## src/rtl/htb_pkg.sv

```systemverilog
package htb_pkg;

  localparam int MAX_SYMBOLS = 32;
  localparam int WEIGHT_BITS = 16;

  localparam int IN_W       = 16;
  localparam int OUT_ID_W   = 7;
  localparam int OUT_SUM_W  = 22;

  localparam int NODE_COUNT = 2 * MAX_SYMBOLS - 1;
  localparam int IDX_W      = $clog2(MAX_SYMBOLS);
  localparam int CNT_W      = $clog2(MAX_SYMBOLS + 1);
  localparam int ID_W       = $clog2(NODE_COUNT);
  localparam int NW_W       = WEIGHT_BITS + $clog2(MAX_SYMBOLS);
  localparam int CH_W       = IDX_W + 2;

  // heap slot holds the node id and a copy of its weight
  typedef struct packed {
    logic [ID_W-1:0] id;
    logic [NW_W-1:0] wt;
  } heap_entry_t;

  typedef struct packed {
    logic              we;
    logic [IDX_W-1:0]  waddr;
    heap_entry_t       wdata;
    logic [IDX_W-1:0]  raddr;
  } ram_req_t;

  typedef struct packed {
    logic              valid;
    logic [ID_W-1:0]   left_id;
    logic [ID_W-1:0]   right_id;
    logic [ID_W-1:0]   new_id;
    logic [NW_W-1:0]   sum;
    logic              last;
    logic              dropped;
  } merge_rec_t;

  typedef enum logic [3:0] {
    S_IDLE,
    S_BLD_RD,
    S_BLD_LD,
    S_SD_L,
    S_SD_R,
    S_SD_C,
    S_M_RD0,
    S_M_RDL,
    S_M_LDL,
    S_PU_CHK,
    S_PU_CMP
  } htb_state_t;

endpackage

```

## src/rtl/htb_heap_ram.sv

```systemverilog
module htb_heap_ram
  import htb_pkg::*;
(
  input  logic        clk,
  input  ram_req_t    req,
  output heap_entry_t rd_q
);

  heap_entry_t mem [MAX_SYMBOLS];

  always_ff @(posedge clk) begin
    if (req.we) begin
      mem[req.waddr] <= req.wdata;
    end
  end

  always_ff @(posedge clk) begin
    rd_q <= mem[req.raddr];
  end

endmodule

```

## src/rtl/htb_ctrl.sv

```systemverilog
module htb_ctrl
  import htb_pkg::*;
(
  input  logic             clk,
  input  logic             rst_n,
  input  logic             start,
  input  logic [IN_W-1:0]  in_weight,
  input  logic             in_final_item,
  output logic             busy,
  output ram_req_t         req,
  input  heap_entry_t      rd_q,
  output merge_rec_t       rec
);

  htb_state_t        state_r, state_nxt;
  logic [CNT_W-1:0]  leaf_cnt_r, leaf_cnt_nxt;
  logic [CNT_W-1:0]  size_r, size_nxt;
  logic              ovf_r, ovf_nxt;
  logic              drop_r, drop_nxt;
  logic [IDX_W-1:0]  i_r, i_nxt;
  logic [IDX_W-1:0]  pos_r, pos_nxt;
  heap_entry_t       cur_r, cur_nxt;
  heap_entry_t       lch_r, lch_nxt;
  heap_entry_t       a_r, a_nxt;
  heap_entry_t       b_r, b_nxt;
  heap_entry_t       new_r, new_nxt;
  logic [ID_W-1:0]   id_r, id_nxt;
  logic              build_r, build_nxt;
  logic              second_r, second_nxt;

  logic [CH_W-1:0]   l_w, r_w;
  logic              l_ok, r_ok;
  logic              full;
  logic [CNT_W-1:0]  n_leaves;
  logic              sd_done;
  logic              emit;
  logic              take_l, take_r;
  logic [NW_W-1:0]   best_wt;
  logic [IDX_W-1:0]  parent;

  assign l_w    = {1'b0, pos_r, 1'b1};
  assign r_w    = l_w + CH_W'(1);
  assign l_ok   = l_w < CH_W'(size_r);
  assign r_ok   = r_w < CH_W'(size_r);
  assign full   = leaf_cnt_r == CNT_W'(MAX_SYMBOLS);
  assign n_leaves = full ? leaf_cnt_r : leaf_cnt_r + CNT_W'(1);
  assign parent = (pos_r - IDX_W'(1)) >> 1;
  assign take_l  = lch_r.wt < cur_r.wt;
  assign best_wt = take_l ? lch_r.wt : cur_r.wt;
  assign take_r  = r_ok && (rd_q.wt < best_wt);
  assign busy   = state_r != S_IDLE;

  always_ff @(posedge clk) begin
    if (!rst_n) begin
      state_r    <= S_IDLE;
      leaf_cnt_r <= '0;
      size_r     <= '0;
      ovf_r      <= 1'b0;
      build_r    <= 1'b0;
      second_r   <= 1'b0;
    end else begin
      state_r    <= state_nxt;
      leaf_cnt_r <= leaf_cnt_nxt;
      size_r     <= size_nxt;
      ovf_r      <= ovf_nxt;
      build_r    <= build_nxt;
      second_r   <= second_nxt;
    end
  end

  always_ff @(posedge clk) begin
    drop_r <= drop_nxt;
    i_r    <= i_nxt;
    pos_r  <= pos_nxt;
    cur_r  <= cur_nxt;
    lch_r  <= lch_nxt;
    a_r    <= a_nxt;
    b_r    <= b_nxt;
    new_r  <= new_nxt;
    id_r   <= id_nxt;
  end

  always_comb begin
    state_nxt    = state_r;
    leaf_cnt_nxt = leaf_cnt_r;
    size_nxt     = size_r;
    ovf_nxt      = ovf_r;
    drop_nxt     = drop_r;
    i_nxt        = i_r;
    pos_nxt      = pos_r;
    cur_nxt      = cur_r;
    lch_nxt      = lch_r;
    a_nxt        = a_r;
    b_nxt        = b_r;
    new_nxt      = new_r;
    id_nxt       = id_r;
    build_nxt    = build_r;
    second_nxt   = second_r;
    req          = '0;
    sd_done      = 1'b0;
    emit         = 1'b0;

    case (state_r)
      S_IDLE: begin
        if (start) begin
          if (!full) begin
            req.we       = 1'b1;
            req.waddr    = leaf_cnt_r[IDX_W-1:0];
            req.wdata.id = ID_W'(leaf_cnt_r);
            req.wdata.wt = NW_W'(in_weight[WEIGHT_BITS-1:0]);
            leaf_cnt_nxt = leaf_cnt_r + CNT_W'(1);
          end else begin
            ovf_nxt = 1'b1;
          end
          if (in_final_item) begin
            leaf_cnt_nxt = '0;
            ovf_nxt      = 1'b0;
            drop_nxt     = ovf_r | full;
            if (n_leaves > CNT_W'(1)) begin
              size_nxt  = n_leaves;
              i_nxt     = IDX_W'((n_leaves - CNT_W'(1)) >> 1);
              id_nxt    = ID_W'(n_leaves);
              build_nxt = 1'b1;
              state_nxt = S_BLD_RD;
            end
          end
        end
      end
      S_BLD_RD: begin
        req.raddr = i_r;
        state_nxt = S_BLD_LD;
      end
      S_BLD_LD: begin
        cur_nxt   = rd_q;
        pos_nxt   = i_r;
        state_nxt = S_SD_L;
      end
      S_SD_L: begin
        if (!l_ok) begin
          req.we    = 1'b1;
          req.waddr = pos_r;
          req.wdata = cur_r;
          sd_done   = 1'b1;
        end else begin
          req.raddr = l_w[IDX_W-1:0];
          state_nxt = S_SD_R;
        end
      end
      S_SD_R: begin
        req.raddr = r_w[IDX_W-1:0];
        lch_nxt   = rd_q;
        state_nxt = S_SD_C;
      end
      S_SD_C: begin
        // right child read lands now; strict less-than, left child wins a tie with the right
        req.we    = 1'b1;
        req.waddr = pos_r;
        if (take_r) begin
          req.wdata = rd_q;
          pos_nxt   = r_w[IDX_W-1:0];
          state_nxt = S_SD_L;
        end else if (take_l) begin
          req.wdata = lch_r;
          pos_nxt   = l_w[IDX_W-1:0];
          state_nxt = S_SD_L;
        end else begin
          req.wdata = cur_r;
          sd_done   = 1'b1;
        end
      end
      S_M_RD0: begin
        req.raddr = '0;
        state_nxt = S_M_RDL;
      end
      S_M_RDL: begin
        req.raddr = IDX_W'(size_r - CNT_W'(1));
        if (second_r) begin
          b_nxt = rd_q;
        end else begin
          a_nxt = rd_q;
        end
        state_nxt = S_M_LDL;
      end
      S_M_LDL: begin
        cur_nxt   = rd_q;
        size_nxt  = size_r - CNT_W'(1);
        pos_nxt   = '0;
        state_nxt = S_SD_L;
      end
      S_PU_CHK: begin
        if (pos_r == '0) begin
          req.we    = 1'b1;
          req.waddr = pos_r;
          req.wdata = new_r;
          emit      = 1'b1;
        end else begin
          req.raddr = parent;
          state_nxt = S_PU_CMP;
        end
      end
      S_PU_CMP: begin
        req.we    = 1'b1;
        req.waddr = pos_r;
        if (new_r.wt < rd_q.wt) begin
          req.wdata = rd_q;
          pos_nxt   = parent;
          state_nxt = S_PU_CHK;
        end else begin
          req.wdata = new_r;
          emit      = 1'b1;
        end
      end
      default: begin
        state_nxt = S_IDLE;
      end
    endcase

    // end of one sift-down pass
    if (sd_done) begin
      if (build_r) begin
        if (i_r == '0) begin
          build_nxt  = 1'b0;
          second_nxt = 1'b0;
          state_nxt  = S_M_RD0;
        end else begin
          i_nxt     = i_r - IDX_W'(1);
          state_nxt = S_BLD_RD;
        end
      end else if (!second_r) begin
        second_nxt = 1'b1;
        state_nxt  = S_M_RD0;
      end else begin
        second_nxt = 1'b0;
        new_nxt.id = id_r;
        new_nxt.wt = a_r.wt + b_r.wt;
        pos_nxt    = size_r[IDX_W-1:0];
        size_nxt   = size_r + CNT_W'(1);
        state_nxt  = S_PU_CHK;
      end
    end

    if (emit) begin
      if (size_r == CNT_W'(1)) begin
        size_nxt  = '0;
        state_nxt = S_IDLE;
      end else begin
        id_nxt    = id_r + ID_W'(1);
        state_nxt = S_M_RD0;
      end
    end
  end

  always_comb begin
    rec.valid    = emit;
    rec.left_id  = a_r.id;
    rec.right_id = b_r.id;
    rec.new_id   = new_r.id;
    rec.sum      = new_r.wt;
    rec.last     = size_r == CNT_W'(1);
    rec.dropped  = drop_r;
  end

endmodule

```

## src/rtl/huffman_tree_builder.sv

```systemverilog
// Huffman tree builder. Weights load one per start pulse while idle, numbered
// as leaves 0 upward; up to 32 are kept and later ones in the set are discarded
// and reported through out_dropped. The weight marked final starts the build:
// busy stays high while a min-heap is built and n-1 merges run, each merge
// producing one record on out_valid for exactly one cycle. The receiver cannot
// hold records off, so it must take every strobe. All heap traffic goes through
// a heap memory with one write and one registered read port: a sift-down level
// steps through S_SD_L, S_SD_R and S_SD_C, a sift-up level through S_PU_CHK and
// S_PU_CMP.
module huffman_tree_builder
  import htb_pkg::*;
(
  input  logic                 clk,
  input  logic                 rst_n,
  input  logic                 start,
  output logic                 busy,
  input  logic [IN_W-1:0]      in_weight,
  input  logic                 in_final_item,
  output logic                 out_valid,
  output logic [OUT_ID_W-1:0]  out_left_node,
  output logic [OUT_ID_W-1:0]  out_right_node,
  output logic [OUT_ID_W-1:0]  out_new_node,
  output logic [OUT_SUM_W-1:0] out_merged_weight,
  output logic                 out_last_merge,
  output logic                 out_dropped
);

  ram_req_t    req;
  heap_entry_t rd_q;
  merge_rec_t  rec;

  logic                 out_valid_r;
  logic [OUT_ID_W-1:0]  left_r, right_r, new_r;
  logic [OUT_SUM_W-1:0] sum_r;
  logic                 last_r, drop_r;

  htb_ctrl u_ctrl (
    .clk           (clk),
    .rst_n         (rst_n),
    .start         (start),
    .in_weight     (in_weight),
    .in_final_item (in_final_item),
    .busy          (busy),
    .req           (req),
    .rd_q          (rd_q),
    .rec           (rec)
  );

  htb_heap_ram u_ram (
    .clk  (clk),
    .req  (req),
    .rd_q (rd_q)
  );

  always_ff @(posedge clk) begin
    if (!rst_n) begin
      out_valid_r <= 1'b0;
    end else begin
      out_valid_r <= rec.valid;
    end
  end

  always_ff @(posedge clk) begin
    if (rec.valid) begin
      left_r  <= {{(OUT_ID_W-ID_W){1'b0}}, rec.left_id};
      right_r <= {{(OUT_ID_W-ID_W){1'b0}}, rec.right_id};
      new_r   <= {{(OUT_ID_W-ID_W){1'b0}}, rec.new_id};
      sum_r   <= {{(OUT_SUM_W-NW_W){1'b0}}, rec.sum};
      last_r  <= rec.last;
      drop_r  <= rec.dropped;
    end
  end

  assign out_valid         = out_valid_r;
  assign out_left_node     = left_r;
  assign out_right_node    = right_r;
  assign out_new_node      = new_r;
  assign out_merged_weight = sum_r;
  assign out_last_merge    = last_r;
  assign out_dropped       = drop_r;

endmodule

```

## config.mk

```make
export PLATFORM = sky130hd
export DESIGN_NAME = huffman_tree_builder
export DESIGN_NICKNAME = d
export VERILOG_FILES = /design/src/rtl/htb_pkg.sv /design/src/rtl/htb_heap_ram.sv /design/src/rtl/htb_ctrl.sv /design/src/rtl/huffman_tree_builder.sv
export SDC_FILE = /design/constraint.sdc
export NUM_CORES = 2
export LEC_CHECK = 0
export BUFFER_PORTS_ARGS = -buffer_cell sky130_fd_sc_hd__buf_2
export CAP_MARGIN = 25
export CORE_MARGIN = 2
export CORE_UTILIZATION = 30
export CTS_BUF_LIST = sky130_fd_sc_hd__clkbuf_16
export DETAILED_ROUTE_END_ITERATION = 16
export GPL_TIMING_DRIVEN = 0
export PLACE_DENSITY = 0.42
export REMOVE_ABC_BUFFERS = 1
export SLEW_MARGIN = 15
export SYNTH_ARGS = -nofsm -noshare
export SYNTH_HDL_FRONTEND = slang
export SYNTH_SLANG_ARGS = --single-unit
```

## constraint.sdc

```tcl
create_clock -name clk -period 8.1 [get_ports clk]
set_input_delay 1.62 -clock clk [delete_from_list [all_inputs] [get_ports clk]]
set_output_delay 1.62 -clock clk [all_outputs]
set_load 0.05 [all_outputs]
```

After elaboration in Yosys (flattened, before gate mapping):

Memory sizes are Yosys's and may differ from the RTL's. A register that Yosys moved wholly into a read port is not among the register bits.
Index checks and enable logic that the tools add are counted.

* add/sub/neg operators: 9
* $mul: 0
* divide/modulo/power cells: 0
* $lt $le $gt $ge: 6
* equal/unequal tests: 20
* shifts and indexed selects: 0
* muxes and demuxes: 79
* bitwise operators: 3
* reductions and logical operators: 15

Operator list (number)
* $pmux 33 s5: 1
* $mux 33: 4
* $mux 6: 16
* $mux 27: 3
* $mux 5: 14
* $lt 21x21->1: 3
* $mux 4: 13
* $pmux 4 s10: 1
* $pmux 5 s5: 1
* $add 21x21->21: 1
* $mux 21: 1
* $pmux 5 s4: 1
* $mux 1: 19
* $add 6x1->6 const B: 3
* $eq 4x3->1 const B: 4
* $eq 4x4->1 const B: 3
* $ne 4x1->1 const B: 3
* $ne 4x2->1 const B: 3
* $pmux 6 s2: 1
* $sub 6x1->6 const B: 2
* $logic_not 5->1: 2
* $sub 5x1->5 const B: 2
* $reduce_and 3->1: 3
* $eq 4x2->1 const B: 2
* other kinds (20): 26

* bits in registers: 213
* latch bits: 0
* memory bits (writable): 864
* memory bits (read-only): 0
* word-level logic and storage cells: 160
* memories: 1

Memories
* u_ram.mem: depth 32, width 27, rd ports 1, clocked after Yosys merged registers in 1, wr ports 1, RTL line htb_heap_ram.sv:9 `heap_entry_t mem [MAX_SYMBOLS];`

Logic depth before layout (Yosys ltp):

* depth after elaboration: 12
* mapped depth: 26
* mapped depth without buffers: 21

By module:

A second synthesis with hierarchy kept.

* cell total of the unflattened synthesis: 3077
* area total of the unflattened synthesis: 46827.4 µm²

By module, submodules not included
* htb_heap_ram: instances 1, cells an instance 1915, area each 34222.8 µm²
* htb_ctrl: instances 1, cells an instance 1114, area each 11313.4 µm²
* huffman_tree_builder: instances 1, cells an instance 48, area each 1291.2 µm²

Worst setup path before layout:

Ideal clock, no wire load.

* path type: flip-flop to flip-flop
* from: reg u_ctrl.lch_r[14] (netlist bit)
* to: mem u_ram.mem[0][16] (netlist bit) (data pin)
* library setup time: 0.454 ns
* arrival time: 5.749 ns
* data required time: 7.646 ns
* slack: 1.897 ns
* stages on the path, launching flop included: 22
* buffers on the path: 4
* period minus slack after synthesis: 6.203 ns
* cell sequence: edfxtp_1 > ha_1 > a211oi_1 > nor2_1 > o21a_1 > o2111ai_1 > and3_1 > clkbuf_1 > buf_2 > mux2i_1 > ha_1 > a211oi_1 > o21ai_0 > o211ai_1 > nor2_1 > o31a_1 > a41o_1 > nor2_1 > clkbuf_1 > buf_1 > a21oi_1 > o21ai_0

RTL lines
* start, declared: RTL line htb_ctrl.sv:23 `heap_entry_t lch_r, lch_nxt;`
* start signal, assigned: RTL line htb_ctrl.sv:76 `lch_r <= lch_nxt;`
* end, declared: RTL line htb_heap_ram.sv:9

==> summary.md <==
| Metric | Value |
|---|---|
| Min-Delay Path Class | reg2reg |
| Category of the critical setup timing path | reg2reg |
| Initial cell density of the core | 30.1% |
| Clk root buf | sky130_fd_sc_hd__clkbuf_16 |
| Number of nets still failing antenna checks after routing | 0 |
| FFs w/ async S/R, synth | 0% |
| Fin nets | 4042 |
| Maximum vdd drop | 176 µV |
| Number of standard-cell rows in the floorplan | 145 |
| Synth top area share | 66.6% |
| Result of the run | completed |
| Grt total ovfl | 0 |
| Clock net sink count | 1104 |
| Static leakage | 19.8 nW |
| Cells resized by post-CTS repair | 0 |
| Largest net degree at the start of global routing | 59 |
| Number of enable-type register cells in the synthesized netlist | 1041 |
| Post-synthesis instance area | 46900 µm² |
| DP Cell Count | 5854 |
| Top Ports | 67 |
| Period minus WS final | 6.22 ns |
| Dominant cell type by area after synthesis | sky130_fd_sc_hd__edfxtp_1 |
| Top cells by area, synth | sky130_fd_sc_hd__edfxtp_1 (67%), sky130_fd_sc_hd__nand2_1 (7.4%), sky130_fd_sc_hd__nand3_1 (4.5%), sky130_fd_sc_hd__ha_1 (2.7%), sky130_fd_sc_hd__dfxtp_1 (2.7%) |
| Number of detailed-route iterations in the first pass | 10 |
| CTS tree | yes |
| Signal arrival time at the worst endpoint | 6.63 ns |
| Aggregate routed wire length | 145000 µm |
| Final-report hold violation count | 0 |
| Number of setup violations in the final report | 0 |
| Routed wirelength normalized by instance count | 23.9 µm |
| Fraction of layout cells with a size suffix above 1 | 12.5% |
| Most common cell after layout, fill and taps aside | sky130_fd_sc_hd__edfxtp_1 |
| Number of setup buffers added after CTS | 0 |
| Clock-pin slew on the worst setup and hold paths | 0.06 ns |
| #FFs+latches synth | 1104 |
| Via count of the first global-routing pass | 29787 |
| Area growth from synthesis to layout | 19.9% |
| Yosys warnings | 0 |
| Slew headroom | 32.1% |
| Vias/cell | 5.08 |
| Post-Syn Instances | 3792 |
| Final worst clock skew | 0.0284 ns |
| Number of buffers created by CTS | 121 |
| 1st-iter DRT viols | 2874 |
| Routability congestion estimate | 0.794 |
| Max-slew violation count | 0 |
| Most instantiated flip-flop cell in the synthesis netlist | sky130_fd_sc_hd__edfxtp_1 |
| RSZ-0062 raised after global routing | no |
| Sort of element at the start of the critical path | flip-flop |
| Sequential-to-total area share from yosys stat | 69.3% |
| Pwr dens | 226 nW/µm² |
| End-of-flow core utilization | 36.1% |
| Global-route wire length before repair | 211000 µm |
| Critical Path Sink Type | flip-flop |
| Total number of vias | 30913 |
| Max cap viols | 0 |
| Final-layout worst hold slack | 0.414 ns |
| Vertical die dimension | 400 µm |
| Count of placed standard cells in the final layout, fillers left out | 6084 |
| CTS max path bufs | 3 |
| Number of hold buffers added after CTS | 0 |
| Synthesized area divided by synthesized cell count | 12.4 µm² |
| Area of the die | 160000 µm² |
| Placeable Area | 156000 µm² |
| Port bufs | 62 |
| Largest fanout on the critical path | 32 |
| Overall Global Routing Usage | 18.1% |
| Antenna violations before repair | 8 |
| Instance area after placement | 52600 µm² |
| Commonest cells after routing, fill and taps aside | sky130_fd_sc_hd__edfxtp_1 (1041), sky130_fd_sc_hd__nand2_1 (925), sky130_fd_sc_hd__nand3_1 (423), sky130_fd_sc_hd__clkbuf_16 (122), sky130_fd_sc_hd__inv_1 (107) |
| Horiz. Die Dim | 400 µm |
| Post-route standard cell area excluding fillers | 56300 µm² |
| Post-synth cell types | 82 |
| Maximum clock frequency | 161 MHz |
| H-tree depth reported by CTS | 3 |
| Part of the cycle the worst path needs | 76.8% |
| Detailed-placement wirelength estimate | 95900 µm |
| Endpoint required time on the critical path | 8.51 ns |
| Worst-Margin Slew | 1.01 ns |
| DRC errors left | 0 |
| Worst skew pair latency | 0.75 ns |
-- sequential cells by signal, indices dropped and copies added, names as in the netlist, 21 cells and up --
register / cells
u_ctrl.a_r: 21
u_ram.mem: 864
u_ctrl.rec: 39
u_ram.rd_q: 27
out_merged_weight: 21
u_ctrl.cur_r: 27
u_ctrl.b_r: 21
u_ctrl.lch_r: 27
-- power breakdown --
| group | total, mW | switching (mW) | internal, mW |
|---|---|---|---|
| clock | 5.24 | 2.30 | 2.94 |
| combinational | 1.01 | 0.656 | 0.353 |
| sequential | 6.47 | 0.149 | 6.32 |
-- synth_stat cells (10+ instances only) --
library cell,count
sky130_fd_sc_hd__o221ai_1,29
sky130_fd_sc_hd__edfxtp_1,1041
sky130_fd_sc_hd__xnor2_1,22
sky130_fd_sc_hd__a21oi_1,99
sky130_fd_sc_hd__and3_1,87
sky130_fd_sc_hd__nand2b_1,11
sky130_fd_sc_hd__buf_1,26
sky130_fd_sc_hd__o21ai_0,61
sky130_fd_sc_hd__nand2_1,925
sky130_fd_sc_hd__or3_1,13
sky130_fd_sc_hd__nor2_1,125
sky130_fd_sc_hd__nor3_1,28
sky130_fd_sc_hd__dfxtp_1,63
sky130_fd_sc_hd__mux2i_1,53
sky130_fd_sc_hd__ha_1,102
sky130_fd_sc_hd__a211o_1,15
sky130_fd_sc_hd__a222oi_1,27
sky130_fd_sc_hd__a21o_1,15
sky130_fd_sc_hd__o21a_1,12
sky130_fd_sc_hd__inv_1,74
sky130_fd_sc_hd__a211oi_1,12
sky130_fd_sc_hd__buf_2,55
sky130_fd_sc_hd__nand4_1,23
sky130_fd_sc_hd__nor2b_1,16
sky130_fd_sc_hd__a311oi_1,88
sky130_fd_sc_hd__nand3_1,424
sky130_fd_sc_hd__a31oi_1,58
sky130_fd_sc_hd__xor2_1,10
sky130_fd_sc_hd__clkbuf_1,145
-- critical path, stage by stage, from the launching register on --
cell                       delay [ns]
sky130_fd_sc_hd__edfxtp_1        0.42
sky130_fd_sc_hd__inv_1           0.09
sky130_fd_sc_hd__ha_1            0.23
sky130_fd_sc_hd__a21oi_1         0.16
sky130_fd_sc_hd__o21ai_0         0.10
sky130_fd_sc_hd__a221oi_1        0.60
sky130_fd_sc_hd__and3_2          0.75
sky130_fd_sc_hd__buf_12          0.26
sky130_fd_sc_hd__mux2i_1         0.27
sky130_fd_sc_hd__ha_1            0.28
sky130_fd_sc_hd__a21oi_1         0.15
sky130_fd_sc_hd__nor2b_1         0.05
sky130_fd_sc_hd__o21ai_0         0.19
sky130_fd_sc_hd__nand2_1         0.07
sky130_fd_sc_hd__o31a_1          0.28
sky130_fd_sc_hd__a41o_1          0.24
sky130_fd_sc_hd__nor2_4          0.59
sky130_fd_sc_hd__buf_12          0.27
sky130_fd_sc_hd__a21oi_1         0.13
sky130_fd_sc_hd__o221ai_4        0.72
-- stage by stage --
stage | total power [mW] | setup WS, ns | setup TNS (ns)
floorplan | 7.16 | -12.70 | -322.88
global placement | 7.63 | -49.13 | -4189.97
detailed placement | 7.61 | 1.89 | 0
CTS | 12.9 | 1.88 | 0
global route | 13.2 | 1.34 | 0
finish | 12.7 | 1.88 | 0
-- cell families after synthesis --
logic type | count (synthesis) | share of synthesized area, %
flops | 1104 | 69.3
other cells | 1 | 0.00799
mux | 55 | 1.18
fa+ha+maj | 103 | 2.76
xor+xnor | 32 | 0.597
buf+inv | 309 | 2.69
simple gates | 1687 | 15.8
compound gates | 501 | 7.69
-- path summary, 6_finish.rpt --
path	startpoint	end	slack (ns)	cells after the start
min	u_ctrl.rec[29]	out_right_node[0]	0.41	0
min reg2reg	u_ctrl.rec[29]	out_right_node[0]	0.41	0
max	u_ctrl.cur_r[12]	u_ram.mem[8][8]	1.88	19
max reg2reg	u_ctrl.cur_r[12]	u_ram.mem[8][8]	1.88	19
-- final cells by class --
class | count | area (µm²)
multi-input cells | 2382 | 14000
clock inverters | 106 | 688
inverters | 75 | 284
fillers | 15006 | 99500
flip-flops and latches | 1104 | 32500
repair buffers | 235 | 3170
diodes | 2 | 5.00
well taps | 2058 | 2570
clock buffers | 122 | 3050
-- routing by layer --
| layer | wire (µm) | part of all wire, % | up-vias | GRT usage (%) |
|---|---|---|---|---|
| li1 | - | - | 14382 | - |
| met1 | 65500 | 45 | 15511 | 24.7 |
| met2 | 68000 | 47 | 794 | 29.3 |
| met3 | 7390 | 5.1 | 222 | 2.69 |
| met4 | 4270 | 2.9 | 4 | 5.91 |
| met5 | 24 | 0.017 | - | 0 |
Power figures use the tool's default switching activity.
